### config.mk
export PLATFORM = sky130hd
export DESIGN_NAME = dik_sqrt
export DESIGN_NICKNAME = d
export VERILOG_FILES = /design/src/sv/dik_pkg.sv /design/src/sv/dik_sqrt.sv
export SDC_FILE = /design/constraint.sdc
export NUM_CORES = 2
export LEC_CHECK = 0
export ABC_CLOCK_PERIOD_IN_PS = 15900
export BUFFER_PORTS_ARGS = -buffer_cell sky130_fd_sc_hd__buf_2
export CAP_MARGIN = 0
export CORE_ASPECT_RATIO = 0.6
export CORE_MARGIN = 3
export CORE_UTILIZATION = 30
export DETAILED_ROUTE_END_ITERATION = 10
export PLACE_DENSITY = 0.52
export SLEW_MARGIN = 10
export SYNTH_ARGS = -nofsm -noshare
export SYNTH_HDL_FRONTEND = slang
export SYNTH_SLANG_ARGS = --single-unit
### constraint.sdc
create_clock -name clk -period 15.9 [get_ports clk]
set_input_delay 0.795 -clock clk [delete_from_list [all_inputs] [get_ports clk]]
set_output_delay 0.795 -clock clk [all_outputs]
set_load 0.1 [all_outputs]
### src/sv/dik_pkg.sv
`timescale 1ns / 1ps
`default_nettype none
package dik_pkg;

  // Fractional bits of a millimetre in every length.
  localparam int FRAC_BITS = 8;

  localparam int IN_W   = 20;               // point coordinates
  localparam int STEP_W = 10;               // steps per mm
  localparam int LEN_W  = 19;               // tower height, arm, nozzle
  localparam int OFF_W  = 20;               // base offsets
  localparam int CFG_W  = 20;               // widest register
  localparam int IDX_W  = 3;
  localparam int M_W    = 2 * IN_W;         // one product
  localparam int D_W    = 44;               // root argument, signed
  localparam int R_W    = 42;               // root operand, even width
  localparam int S_W    = R_W / 2;          // integer square root
  localparam int Z_W    = 22;               // shifted z
  localparam int E_W    = 24;               // -z' - s
  localparam int P_W    = E_W + STEP_W + 1; // product with steps
  localparam int AX_W   = 32;               // axis in steps

  // Register indexes of the configuration port.
  localparam logic [IDX_W-1:0] REG_STEPS  = 3'd0;
  localparam logic [IDX_W-1:0] REG_HEIGHT = 3'd1;
  localparam logic [IDX_W-1:0] REG_ARM    = 3'd2;
  localparam logic [IDX_W-1:0] REG_NOZZLE = 3'd3;
  localparam logic [IDX_W-1:0] REG_OFF_A  = 3'd4;
  localparam logic [IDX_W-1:0] REG_OFF_B  = 3'd5;
  localparam logic [IDX_W-1:0] REG_OFF_C  = 3'd6;

  localparam logic [STEP_W-1:0] RST_STEPS  = 10'd80;
  localparam logic [LEN_W-1:0]  RST_HEIGHT = 19'd102400;
  localparam logic [LEN_W-1:0]  RST_ARM    = 19'd51200;

  typedef struct packed {
    logic [STEP_W-1:0] steps;
    logic [LEN_W-1:0]  height;
    logic [LEN_W-1:0]  arm;
    logic [LEN_W-1:0]  nozzle;
    logic [OFF_W-1:0]  off_a;
    logic [OFF_W-1:0]  off_b;
    logic [OFF_W-1:0]  off_c;
  } dik_cfg_t;

  // Root arguments of the three towers and the shifted z.
  typedef struct packed {
    logic [2:0][D_W-1:0] d;
    logic [Z_W-1:0]      zp;
  } dik_arg_t;

  // Roots of the three towers, shifted z and the out-of-reach flag.
  typedef struct packed {
    logic [2:0][S_W-1:0] root;
    logic [Z_W-1:0]      zp;
    logic                unr;
  } dik_root_t;

endpackage
`default_nettype wire

### src/sv/dik_sqrt.sv
`timescale 1ns / 1ps
`default_nettype none
module dik_sqrt (
  input  wire logic                clk,
  input  wire logic                rst_n,
  input  wire logic                in_valid,
  output logic                     in_ready,
  input  wire dik_pkg::dik_arg_t   in_data,
  output logic                     out_valid,
  input  wire logic                out_ready,
  output dik_pkg::dik_root_t       out_data
);
  import dik_pkg::*;

  // One result bit per stage, three towers side by side.
  logic [S_W-1:0]                 v_r;
  logic [S_W-1:0]                 rdy;
  logic [S_W-1:0][2:0][R_W-1:0]   rem_r, res_r;
  logic [S_W-1:0][2:0][R_W-1:0]   src_rem, src_res;
  logic [S_W-1:0][Z_W-1:0]        zp_r, src_zp;
  logic [S_W-1:0]                 unr_r, src_unr;
  logic [S_W-1:0]                 src_v;
  logic                           in_unr;

  // A negative argument marks the point out of reach; its root is not used.
  assign in_unr = in_data.d[0][D_W-1] | in_data.d[1][D_W-1] | in_data.d[2][D_W-1];

  genvar k, t;
  generate
    for (k = 0; k < S_W; k++) begin : g_stage
      localparam logic [R_W-1:0] BIT = R_W'(1) << (R_W - 2 - 2 * k);

      if (k == 0) begin : g_first
        for (t = 0; t < 3; t++) begin : g_src
          assign src_rem[k][t] = in_unr ? '0 : in_data.d[t][R_W-1:0];
          assign src_res[k][t] = '0;
        end
        assign src_zp[k]  = in_data.zp;
        assign src_unr[k] = in_unr;
        assign src_v[k]   = in_valid;
      end else begin : g_next
        assign src_rem[k] = rem_r[k-1];
        assign src_res[k] = res_r[k-1];
        assign src_zp[k]  = zp_r[k-1];
        assign src_unr[k] = unr_r[k-1];
        assign src_v[k]   = v_r[k-1];
      end

      if (k == S_W - 1) begin : g_last
        assign rdy[k] = !v_r[k] || out_ready;
      end else begin : g_mid
        assign rdy[k] = !v_r[k] || rdy[k+1];
      end

      always_ff @(posedge clk) begin
        if (!rst_n) begin
          v_r[k] <= 1'b0;
        end else if (rdy[k]) begin
          v_r[k] <= src_v[k];
        end
      end

      // Restoring step: try the next bit of the root on each tower.
      for (t = 0; t < 3; t++) begin : g_lane
        logic [R_W-1:0] trial;
        assign trial = src_res[k][t] + BIT;
        always_ff @(posedge clk) begin
          if (rdy[k] && src_v[k]) begin
            if (src_rem[k][t] >= trial) begin
              rem_r[k][t] <= src_rem[k][t] - trial;
              res_r[k][t] <= (src_res[k][t] >> 1) + BIT;
            end else begin
              rem_r[k][t] <= src_rem[k][t];
              res_r[k][t] <= src_res[k][t] >> 1;
            end
          end
        end
      end

      always_ff @(posedge clk) begin
        if (rdy[k] && src_v[k]) begin
          zp_r[k]  <= src_zp[k];
          unr_r[k] <= src_unr[k];
        end
      end
    end

    for (t = 0; t < 3; t++) begin : g_out
      assign out_data.root[t] = res_r[S_W-1][t][S_W-1:0];
    end
  endgenerate

  assign in_ready     = rdy[0];
  assign out_valid    = v_r[S_W-1];
  assign out_data.zp  = zp_r[S_W-1];
  assign out_data.unr = unr_r[S_W-1];

endmodule
`default_nettype wire

==> run summary <==
First-iteration detailed-routing DRC count: 7531
Post-synth EDFFs: 3696
Layout cells sized above 1: 8.29%
Total Power: 19.8 mW
Final Net Count: 13800
Actual slew at the worst max-slew pin: 1.19 ns
Max Cap Violations: 0
CTS Root Cell: clkbuf_16
Fin crit share: 32.6%
Finished Core Util: 34.3%
First-pass GRT wire length: 557 mm
Final hold viol count: 0
GRT overflow: 0
Setup TNS: 0 ns
Tmin final: 5.18 ns
Slew headroom: 19.8%
Die height: 584 um
Crit start category: flip-flop
Fmax: 193 MHz
Largest net degree at the start of global routing: 166
IO Count: 246
DP HPWL: 270 mm
H-tree level count: 5
CTS Buffer Depth: 4
DRC violations left: 0
Placed insts: 19900
1st-pass router iterations: 6
Asr flop ratio synth: 0%
Die area: 567000 um^2
Routed vias/inst: 4.63
Synth Register Bits: 3717
Static Leak: 66.4 nW
Routed Wire Length: 360 mm
YS warnings: 0
GR Util All Layers: 12.3%
Syn_nets: 13300
Max Slew Vio Count: 0
Post-Syn Instances: 12400
Post-route ant nets: 0
RSZ-0062 raised after global routing: false
Worst VDD drop: 0.0901 mV
R2R setup slack: 10.85 ns
Critical Path RT: 15.11 ns
Sequential fraction of the synthesis area: 66.6%
Switching share of power: 20.2%
Mapped Avg Cell Area: 13.5 um^2
Die width: 970 um
Number of global-route vias before repair: 90500
GP Congestion: 0.826
Total vias in the final route: 95100
Routed len/inst: 17.5 um
P_sw: 4.00 mW
Initial antenna violation count: 10
CTS buffer count: 361
Finish-stage setup viols: 0
Floorplan row count: 211
Setup CP Type: reg2out
Seq pwr share: 54.9%
Comb power frac: 1.1%
Multi-input logic area: 51800 um^2
PD cells: 104 nW/um^2
Count of filler cells inserted in the layout: 53400
Area Growth Syn to Fin: 13.6%
Yosys cell types: 98
Worst-path clk slew: 0.06 ns
Reg area: 111000 um^2
Most used DFF post-synth: edfxtp_1
PortBufs: 242
Worst Clk Skew: 0.0666 ns
Hold Worst Slack: 0.153 ns
Worst endpoint data arrival time: 4.39 ns
Fin cells: 20500
Worst hold path class: in2reg
Worst-Skew Late Latency: 0.93 ns
Clk pwr share: 44.0%
Internal power: 15.8 mW
Initial Utilization: 30.2%
Synth Cell Area: 167000 um^2
Setup crit end kind: output port
Critical Path Fanout Max: 7
Core area: 553000 um^2
Sink Count: 3717
CTS tree: done
Status: finished clean
-- cell usage in the layout, fill, tap and decap left out, drive strengths merged, types with 28 or more instances in the layout --
cell / synthesis / layout
nand3b: 36 / 36
or2: 56 / 56
edfxtp: 3696 / 3696
and3: 50 / 50
nor2: 727 / 727
o21bai: 41 / 41
clkinv: 0 / 136
nand2b: 153 / 153
a211oi: 66 / 66
inv: 937 / 964
nand3: 198 / 198
xnor2: 536 / 536
a21oi: 649 / 649
nand4b: 30 / 30
ha: 750 / 750
buf: 51 / 315
and2: 161 / 161
nor2b: 117 / 117
o31ai: 70 / 70
a31oi: 50 / 50
nor3: 333 / 333
o211ai: 50 / 50
a21boi: 50 / 50
o21ai: 574 / 574
o21a: 167 / 167
nand4: 153 / 153
mux2: 101 / 101
or4: 115 / 115
nor4b: 47 / 47
xor2: 522 / 522
nor4: 391 / 391
bufinv: 0 / 40
nor3b: 28 / 28
clkbuf: 140 / 421
or3: 147 / 147
a21o: 186 / 186
nand2: 703 / 703
-- metrics by stage --
stage	worst slack [ns]	instance area (um^2)
final	10.72	190000
after global routing	10.34	190000
after CTS	10.58	190000
after detailed placement	10.13	178000
after global placement	10.14	178000
after floorplan	0.0711	167000
-- cells in the mapped netlist, drive strengths merged, types with 56 or more instances --
| library cell | n | area (um^2) |
|---|---|---|
| nand4 | 153 | 957 |
| a21o | 186 | 1400 |
| nand2b | 153 | 957 |
| a211oi | 66 | 513 |
| and2 | 161 | 1010 |
| nand3 | 198 | 1000 |
| nor3 | 333 | 1690 |
| xnor2 | 536 | 4690 |
| clkbuf | 140 | 526 |
| nand2 | 703 | 2640 |
| inv | 937 | 3520 |
| o21a | 167 | 1250 |
| ha | 750 | 9380 |
| or3 | 147 | 920 |
| a21oi | 649 | 3250 |
| nor4 | 391 | 2450 |
| edfxtp | 3696 | 111000 |
| or2 | 56 | 350 |
| nor2b | 117 | 732 |
| o31ai | 70 | 526 |
| mux2 | 101 | 1140 |
| o21ai | 574 | 2870 |
| or4 | 115 | 882 |
| xor2 | 522 | 4570 |
| nor2 | 727 | 2740 |
-- critical path, cell delays in order (launching register included) --
cell     delay [ns]
dfxtp_1        0.36
and4b_1        0.40
and4_1         0.48
and3_1         0.52
and4_1         0.45
and3_1         0.29
and2_1         0.41
nand4_1        0.22
buf_2          0.35
-- sequential cells by signal, indices dropped and copies added, names as in the netlist --
| signal | count |
|---|---|
| out_data | 86 |
| src_unr | 20 |
| src_zp | 440 |
| out_valid | 1 |
| src_v | 20 |
| res_r | 630 |
| rem_r | 2520 |
-- worst paths after layout --
path / end / cells past startpoint / startpoint
setup / recovery: in_ready / 8 / src_v[20]
hold / removal: src_v[1] / 3 / in_valid
setup reg to reg: src_zp[74] / 9 / src_v[20]
hold reg to reg: src_zp[82] / 0 / src_zp[60]
-- area by class of cell --
cell class / count / area share (%)
tap: 7348 / 4.84
clock buffer: 421 / 4.95
multi-input combinational: 7556 / 27.3
clock inverter: 230 / 1.33
sequential: 3717 / 58.6
timing repair buffer: 337 / 1.11
antenna: 3 / 0.00395
inverter: 937 / 1.85
-- logic make-up (layout without fill, tap and decap cells) --
family	count (synthesis)	count (layout)	synth area share, %
compound gates	2114	2114	7.82
xor+xnor	1058	1058	5.54
fa+ha+maj	750	750	5.61
buf+inv	1128	1925	2.59
flops	3717	3717	66.6
mux	114	114	0.760
other cells	0	3	0
simple gates	3520	3520	11.1
-- power by group through the flow --
stage	clock network [mW]	registers [mW]	logic (mW)
after floorplan	0	11.0	0.142
after global placement	0	11.1	0.211
after detailed placement	0	11.1	0.213
after CTS	9.02	10.9	0.219
after global routing	9.42	10.9	0.244
final	8.71	10.9	0.216
-- routing by layer --
| metal | global-route usage [%] | vias up | share of wire [%] |
|---|---|---|---|
| li1 | - | 47600 | - |
| met1 | 21.6 | 45000 | 58 |
| met2 | 15.1 | 2035 | 35 |
| met3 | 1.84 | 484 | 4.9 |
| met4 | 2.65 | 0 | 2.3 |
| met5 | 0 | - | 0 |
-- timing repair --
action,CTS,global route
setup buffers,0,0
gates resized for setup,0,0
hold endpoints to repair,22,0
hold buffers,22,0
(Power assumes the default switching activity.)
