File: src/sv/dik_pkg.sv
`timescale 1ns / 1ps
`default_nettype none
package dik_pkg;

  // Fractional bits of a millimetre in every length.
  localparam int FRAC_BITS = 8;

  localparam int IN_W   = 20;               // point coordinates
  localparam int STEP_W = 10;               // steps per mm
  localparam int LEN_W  = 19;               // tower height, arm, nozzle
  localparam int OFF_W  = 20;               // base offsets
  localparam int CFG_W  = 20;               // widest register
  localparam int IDX_W  = 3;
  localparam int M_W    = 2 * IN_W;         // one product
  localparam int D_W    = 44;               // root argument, signed
  localparam int R_W    = 42;               // root operand, even width
  localparam int S_W    = R_W / 2;          // integer square root
  localparam int Z_W    = 22;               // shifted z
  localparam int E_W    = 24;               // -z' - s
  localparam int P_W    = E_W + STEP_W + 1; // product with steps
  localparam int AX_W   = 32;               // axis in steps

  // Register indexes of the configuration port.
  localparam logic [IDX_W-1:0] REG_STEPS  = 3'd0;
  localparam logic [IDX_W-1:0] REG_HEIGHT = 3'd1;
  localparam logic [IDX_W-1:0] REG_ARM    = 3'd2;
  localparam logic [IDX_W-1:0] REG_NOZZLE = 3'd3;
  localparam logic [IDX_W-1:0] REG_OFF_A  = 3'd4;
  localparam logic [IDX_W-1:0] REG_OFF_B  = 3'd5;
  localparam logic [IDX_W-1:0] REG_OFF_C  = 3'd6;

  localparam logic [STEP_W-1:0] RST_STEPS  = 10'd80;
  localparam logic [LEN_W-1:0]  RST_HEIGHT = 19'd102400;
  localparam logic [LEN_W-1:0]  RST_ARM    = 19'd51200;

  typedef struct packed {
    logic [STEP_W-1:0] steps;
    logic [LEN_W-1:0]  height;
    logic [LEN_W-1:0]  arm;
    logic [LEN_W-1:0]  nozzle;
    logic [OFF_W-1:0]  off_a;
    logic [OFF_W-1:0]  off_b;
    logic [OFF_W-1:0]  off_c;
  } dik_cfg_t;

  // Root arguments of the three towers and the shifted z.
  typedef struct packed {
    logic [2:0][D_W-1:0] d;
    logic [Z_W-1:0]      zp;
  } dik_arg_t;

  // Roots of the three towers, shifted z and the out-of-reach flag.
  typedef struct packed {
    logic [2:0][S_W-1:0] root;
    logic [Z_W-1:0]      zp;
    logic                unr;
  } dik_root_t;

endpackage
`default_nettype wire

File: src/sv/dik_scale.sv
`timescale 1ns / 1ps
`default_nettype none
module dik_scale (
  input  wire logic                         clk,
  input  wire logic                         rst_n,
  input  wire logic [dik_pkg::STEP_W-1:0]   steps,
  input  wire logic                         in_valid,
  output logic                              in_ready,
  input  wire dik_pkg::dik_root_t           in_data,
  output logic                              out_valid,
  input  wire logic                         out_ready,
  output logic [2:0][dik_pkg::AX_W-1:0]     axis,
  output logic                              unreachable
);
  import dik_pkg::*;

  localparam logic signed [P_W-1:0] AX_MAX   = P_W'((64'sd1 <<< (AX_W - 1)) - 64'sd1);
  localparam logic signed [P_W-1:0] AX_MIN   = P_W'(-(64'sd1 <<< (AX_W - 1)));
  localparam logic signed [P_W-1:0] RND_ADD  = P_W'((1 << FRAC_BITS) - 1);
  localparam logic signed [P_W-1:0] RND_NONE = '0;

  logic                         va_r, vb_r, vc_r;
  logic                         rdya, rdyb, rdyc;
  logic [2:0][E_W-1:0]          e_r;
  logic [2:0][P_W-1:0]          p_r;
  logic [2:0][AX_W-1:0]         ax_r;
  logic                         unra_r, unrb_r, unrc_r;
  logic signed [P_W-1:0]        q [3];

  assign rdyc     = !vc_r || out_ready;
  assign rdyb     = !vb_r || rdyc;
  assign rdya     = !va_r || rdyb;
  assign in_ready = rdya;

  always_ff @(posedge clk) begin
    if (!rst_n) begin
      va_r <= 1'b0;
      vb_r <= 1'b0;
      vc_r <= 1'b0;
    end else begin
      if (rdya) va_r <= in_valid;
      if (rdyb) vb_r <= va_r;
      if (rdyc) vc_r <= vb_r;
    end
  end

  // Carriage height in millimetres: -z' - s.
  always_ff @(posedge clk) begin
    if (rdya && in_valid) begin
      for (int i = 0; i < 3; i++) begin
        e_r[i] <= -E_W'($signed(in_data.zp)) - E_W'(in_data.root[i]);
      end
      unra_r <= in_data.unr;
    end
  end

  // Scale to motor steps.
  always_ff @(posedge clk) begin
    if (rdyb && va_r) begin
      for (int i = 0; i < 3; i++) begin
        p_r[i] <= $signed(e_r[i]) * $signed({1'b0, steps});
      end
      unrb_r <= unra_r;
    end
  end

  // Drop the fraction toward zero and clamp to the axis range; an unreachable point gets zero axes.
  always_comb begin
    for (int i = 0; i < 3; i++) begin
      q[i] = ($signed(p_r[i]) + (p_r[i][P_W-1] ? RND_ADD : RND_NONE)) >>> FRAC_BITS;
    end
  end

  always_ff @(posedge clk) begin
    if (rdyc && vb_r) begin
      for (int i = 0; i < 3; i++) begin
        if (unrb_r) begin
          ax_r[i] <= '0;
        end else if (q[i] > AX_MAX) begin
          ax_r[i] <= AX_MAX[AX_W-1:0];
        end else if (q[i] < AX_MIN) begin
          ax_r[i] <= AX_MIN[AX_W-1:0];
        end else begin
          ax_r[i] <= q[i][AX_W-1:0];
        end
      end
      unrc_r <= unrb_r;
    end
  end

  assign out_valid   = vc_r;
  assign axis        = ax_r;
  assign unreachable = unrc_r;

endmodule
`default_nettype wire

File: config.mk
export PLATFORM = sky130hd
export DESIGN_NAME = dik_scale
export DESIGN_NICKNAME = d
export VERILOG_FILES = /design/src/sv/dik_pkg.sv /design/src/sv/dik_scale.sv
export SDC_FILE = /design/constraint.sdc
export NUM_CORES = 2
export LEC_CHECK = 0
export BUFFER_PORTS_ARGS = -buffer_cell sky130_fd_sc_hd__buf_4
export CAP_MARGIN = 20
export CORE_UTILIZATION = 30
export DETAILED_ROUTE_END_ITERATION = 12
export GPL_TIMING_DRIVEN = 0
export HOLD_SLACK_MARGIN = 0.15
export SYNTH_ARGS = -nofsm -noshare
export SYNTH_HDL_FRONTEND = slang
export SYNTH_SLANG_ARGS = --single-unit
File: constraint.sdc
create_clock -name clk -period 10.3 [get_ports clk]
set_clock_uncertainty 0.05 [all_clocks]
set_input_delay 0.515 -clock clk [delete_from_list [all_inputs] [get_ports clk]]
set_output_delay 0.515 -clock clk [all_outputs]
set_load 0.05 [all_outputs]
==> impl_results.md <==
* Antenna violations before repair at 15
* Max-slew headroom at around 11%
* Synth top area cells: fa_1 32%, edfxtp_1 20%, ha_1 9.9%
* CP top delay family: adder cells
* WP data required at 10.55 ns
* Final setup violating endpoints at 0
* Fmax achieved at 0.1381 GHz
* Grt ovf at 0
* Top cell type's share of synthesized area at between 30% and 40%
* Mux share of post-synthesis cell area at less than 1%
* CP startpoint kind: input port
* Worst-Skew Late Latency at 0.59 ns
* Layout cells sized above 1 at 6.976%
* Yosys top cell by area: fa_1
* Post-Synth XOR/XNOR Area at 5.466%
* Post-CTS sizing at 0
* Post-synthesis cell area at 39760 um2
* Final Max Slew Viols at 0
* Largest net degree at the start of global routing at 32
* Average size of a mapped cell at 9.427 um2
* Cells along the critical path: clkbuf_1 -> clkbuf_1 -> nand2_1 -> fa_1 -> fa_1 -> fa_1 -> inv_1 -> fa_1 -> inv_1 -> fa_1 -> inv_1 -> ha_1 -> a211oi_1 -> nand2_1 -> o211ai_2 -> o21ai_1 -> a2111oi_2 -> nor3_1 -> or3_1 -> a21oi_2 -> o21ai_0 -> xor2_1
* Net Count, Synth at approximately 5300
* Post-synthesis compound-gate area fraction at 7.061%
* Synthesis-to-layout area growth at 12.93%
* Post-DP HPWL at 92910 um
* CP bufs+invs at 5
* Die Ht at 366.1 um
* # fillers at 13590
* Max_cap viols at 0
* Area occupied by multi-input gates at around 28000 um2
* Port Buffers at 187
* Placed cells at 6174
* Final Net Count at 5508
* TritonRoute pass-1 iters at 6
* CTS Sinks at 264
* Post-Synthesis Cells at 4218
* HP Start: in_valid
* Die area at 134000 um2
* Cell mode on critical path: fa_1
* Initial core utilization at 30.25%
* Min Tclk post-route at 7.240 ns
* Crit path arrival time at 7.48 ns
* Final wirelength at 113500 um
* Per-cell routed wire length at ~18 um
* Post-route DRC at 0
* Post-route insts no fill at 6245
* Num rows at 133
* CTS Buf Count at 35
* RR Startpoint: e_r[55]
* Worst Max-Slew Pin Slew at 1.322 ns
* Drt via density at 4.660
* Largest stage delay, worst path at between 0.7 and 0.8 ns
* Critical Path End Type: flip-flop
* Unrepaired setup endpoints after global routing: false
* Post-detailed-route count of antenna-violating nets at 0
* Crit share post-route at roughly 70%
* Simple-gate share of the synthesized area at 15.39%
* Adder-Cell Fraction of Synth Area at a little over two fifths
* Crit Path Max Fanout at 10
* Largest family of logic cells by synthesized area: adder cells
* Post-synth EDFFs at 261
* Layout Utilization at 34.16%
* CTS tree: built
* Setup crit start: steps[7]
* Slowest-stage cell, CP: clkbuf_1
* Sum Neg Setup Slack at 0 ns
* Synth Warn # at 0
* Library cells used by synthesis at 80
* Area occupied by registers at 7898 um2
* Vias in the first global route at 30080
* Global-route wire length before repair at 177100 um
* Routability congestion estimate at 0.9414
* Run status: complete, no violations
* Final hold vios at 0
* Sequential share of the synthesized area at 19.86%
* Min-Delay Path Class: input port to flip-flop
* Ports at 199
* Total track usage at 17.20%
* CTS max path bufs at 3
* Vias after detailed routing at around 29000
* Chip width at 366.1 um
* Crit Path Category: input port to flip-flop
* H-tree Lvls at 2
* Root Buffer: clkbuf_16
* Yosys reg bits at 264
* Postcts setup bufs at 0
* Iteration-0 DRC Markers at 2022
* Clk slew on worst S/H paths at 0.06 ns
* Core ar. at 131500 um2
* Predominant post-synthesis flop cell: edfxtp_1
* Post-synth ARST share at 0%
layer usage:
metal | GRT usage, % | share of wire, %
met1 | 23.10 | 44
met2 | 27.28 | 45
met3 | 3.990 | 8.2
met4 | 5.528 | 3.3
met5 | 0 | 0.077
cell usage in the layout, fill, tap and decap left out, types with 6 or more instances in the layout:
cell,instances
clkbuf_1,123
o21ai_0,66
nand2b_1,16
a21oi_1,137
o21a_1,27
ha_1,316
inv_1,910
nand4_1,19
nand3_1,50
fa_1,630
nor2b_1,28
o21bai_1,17
or2_2,10
xnor2_1,156
clkbuf_16,36
buf_1,44
or3_1,13
edfxtp_1,261
buf_4,204
nand2_1,448
nor2_1,190
buf_12,8
a211oi_1,14
o31ai_1,12
and3_1,26
clkinvlp_4,6
nor3_1,38
a31oi_1,10
clkinv_2,7
and2_1,370
a21boi_0,8
and4_1,7
xor2_1,89
a21o_1,70
timing repair:
item / 4_1_cts / 5_1_grt
endpoints found under the hold margin: 4 / 0
endpoints found under the setup margin: 0 / 0
hold buffers: 2 / 0
area by class of cell:
class	instances	share of cell area (%)
multi-input combinational	2862	61.73
inverter	910	7.607
sequential	264	17.59
buffer	182	1.705
antenna	3	0.01672
clock buffer	40	1.992
timing repair buffer	207	3.962
clock inverter	22	0.5071
tap	1755	4.890
registers in the layout, indices dropped and copies added (netlist names):
register     cells
va_r             1
axis            81
out_valid        1
unrb_r           1
e_r             72
unra_r           1
p_r            105
vb_r             1
unreachable      1
cell families (layout without fill, tap and decap cells):
family / count (synthesis) / count (layout)
and+or+nand+nor: 1240 / 1240
xor gates and xnor gates: 246 / 246
adders and majority gates: 946 / 946
buffers and inverters: 1092 / 1361
DFF: 264 / 264
muxes: 2 / 2
AOI/OAI and AO/OA: 428 / 428
other: 0 / 3
cell usage after synthesis, types with 7 or more instances:
cell      count
inv_1       910
fa_1        630
nand2_1     448
and2_1      370
ha_1        316
edfxtp_1    261
nor2_1      190
xnor2_1     156
a21oi_1     137
clkbuf_1    119
xor2_1       89
a21o_1       70
o21ai_0      66
nand3_1      50
buf_1        45
nor3_1       38
nor2b_1      29
o21a_1       27
and3_1       26
nand4_1      19
buf_4        17
o21bai_1     17
nand2b_1     16
a211oi_1     14
or3_1        13
o31ai_1      12
a31oi_1      11
or2_2        10
a21boi_0      9
and4_1        7
final timing paths:
path,endpoint,depth (start not counted),slack [ns]
min reg2reg,unrb_r,0,0.37
max,p_r[98],22,3.06
max reg2reg,p_r[98],21,3.42
min,va_r,3,0.19
through the flow:
step / hold slack, ns / area [um2] / setup slack, ns
floorplan: 0.3503 / 39760 / 1.110
global placement: 0.3538 / 43360 / -3.452
detailed placement: 0.3565 / 43700 / 2.493
CTS: 0.1568 / 44840 / 3.110
global route: 0.1944 / 44900 / 2.800
finish: 0.1858 / 44910 / 3.060
worst register-to-register path, stage by stage, from the launching register on:
cell       delay [ns]
edfxtp_1         0.34
buf_1            0.51
nand2_1          0.17
fa_1             0.59
fa_1             0.45
fa_1             0.54
inv_1            0.05
fa_1             0.47
inv_1            0.05
fa_1             0.47
inv_1            0.04
ha_1             0.33
a211oi_1         0.31
nand2_1          0.12
o211ai_2         0.25
o21ai_1          0.19
a2111oi_2        0.62
nor3_1           0.18
or3_1            0.35
a21oi_2          0.24
o21ai_0          0.13
xor2_1           0.15
Power is not shown: default switching activity piles up to over one toggle a cycle in this logic, so the estimate is an artifact.
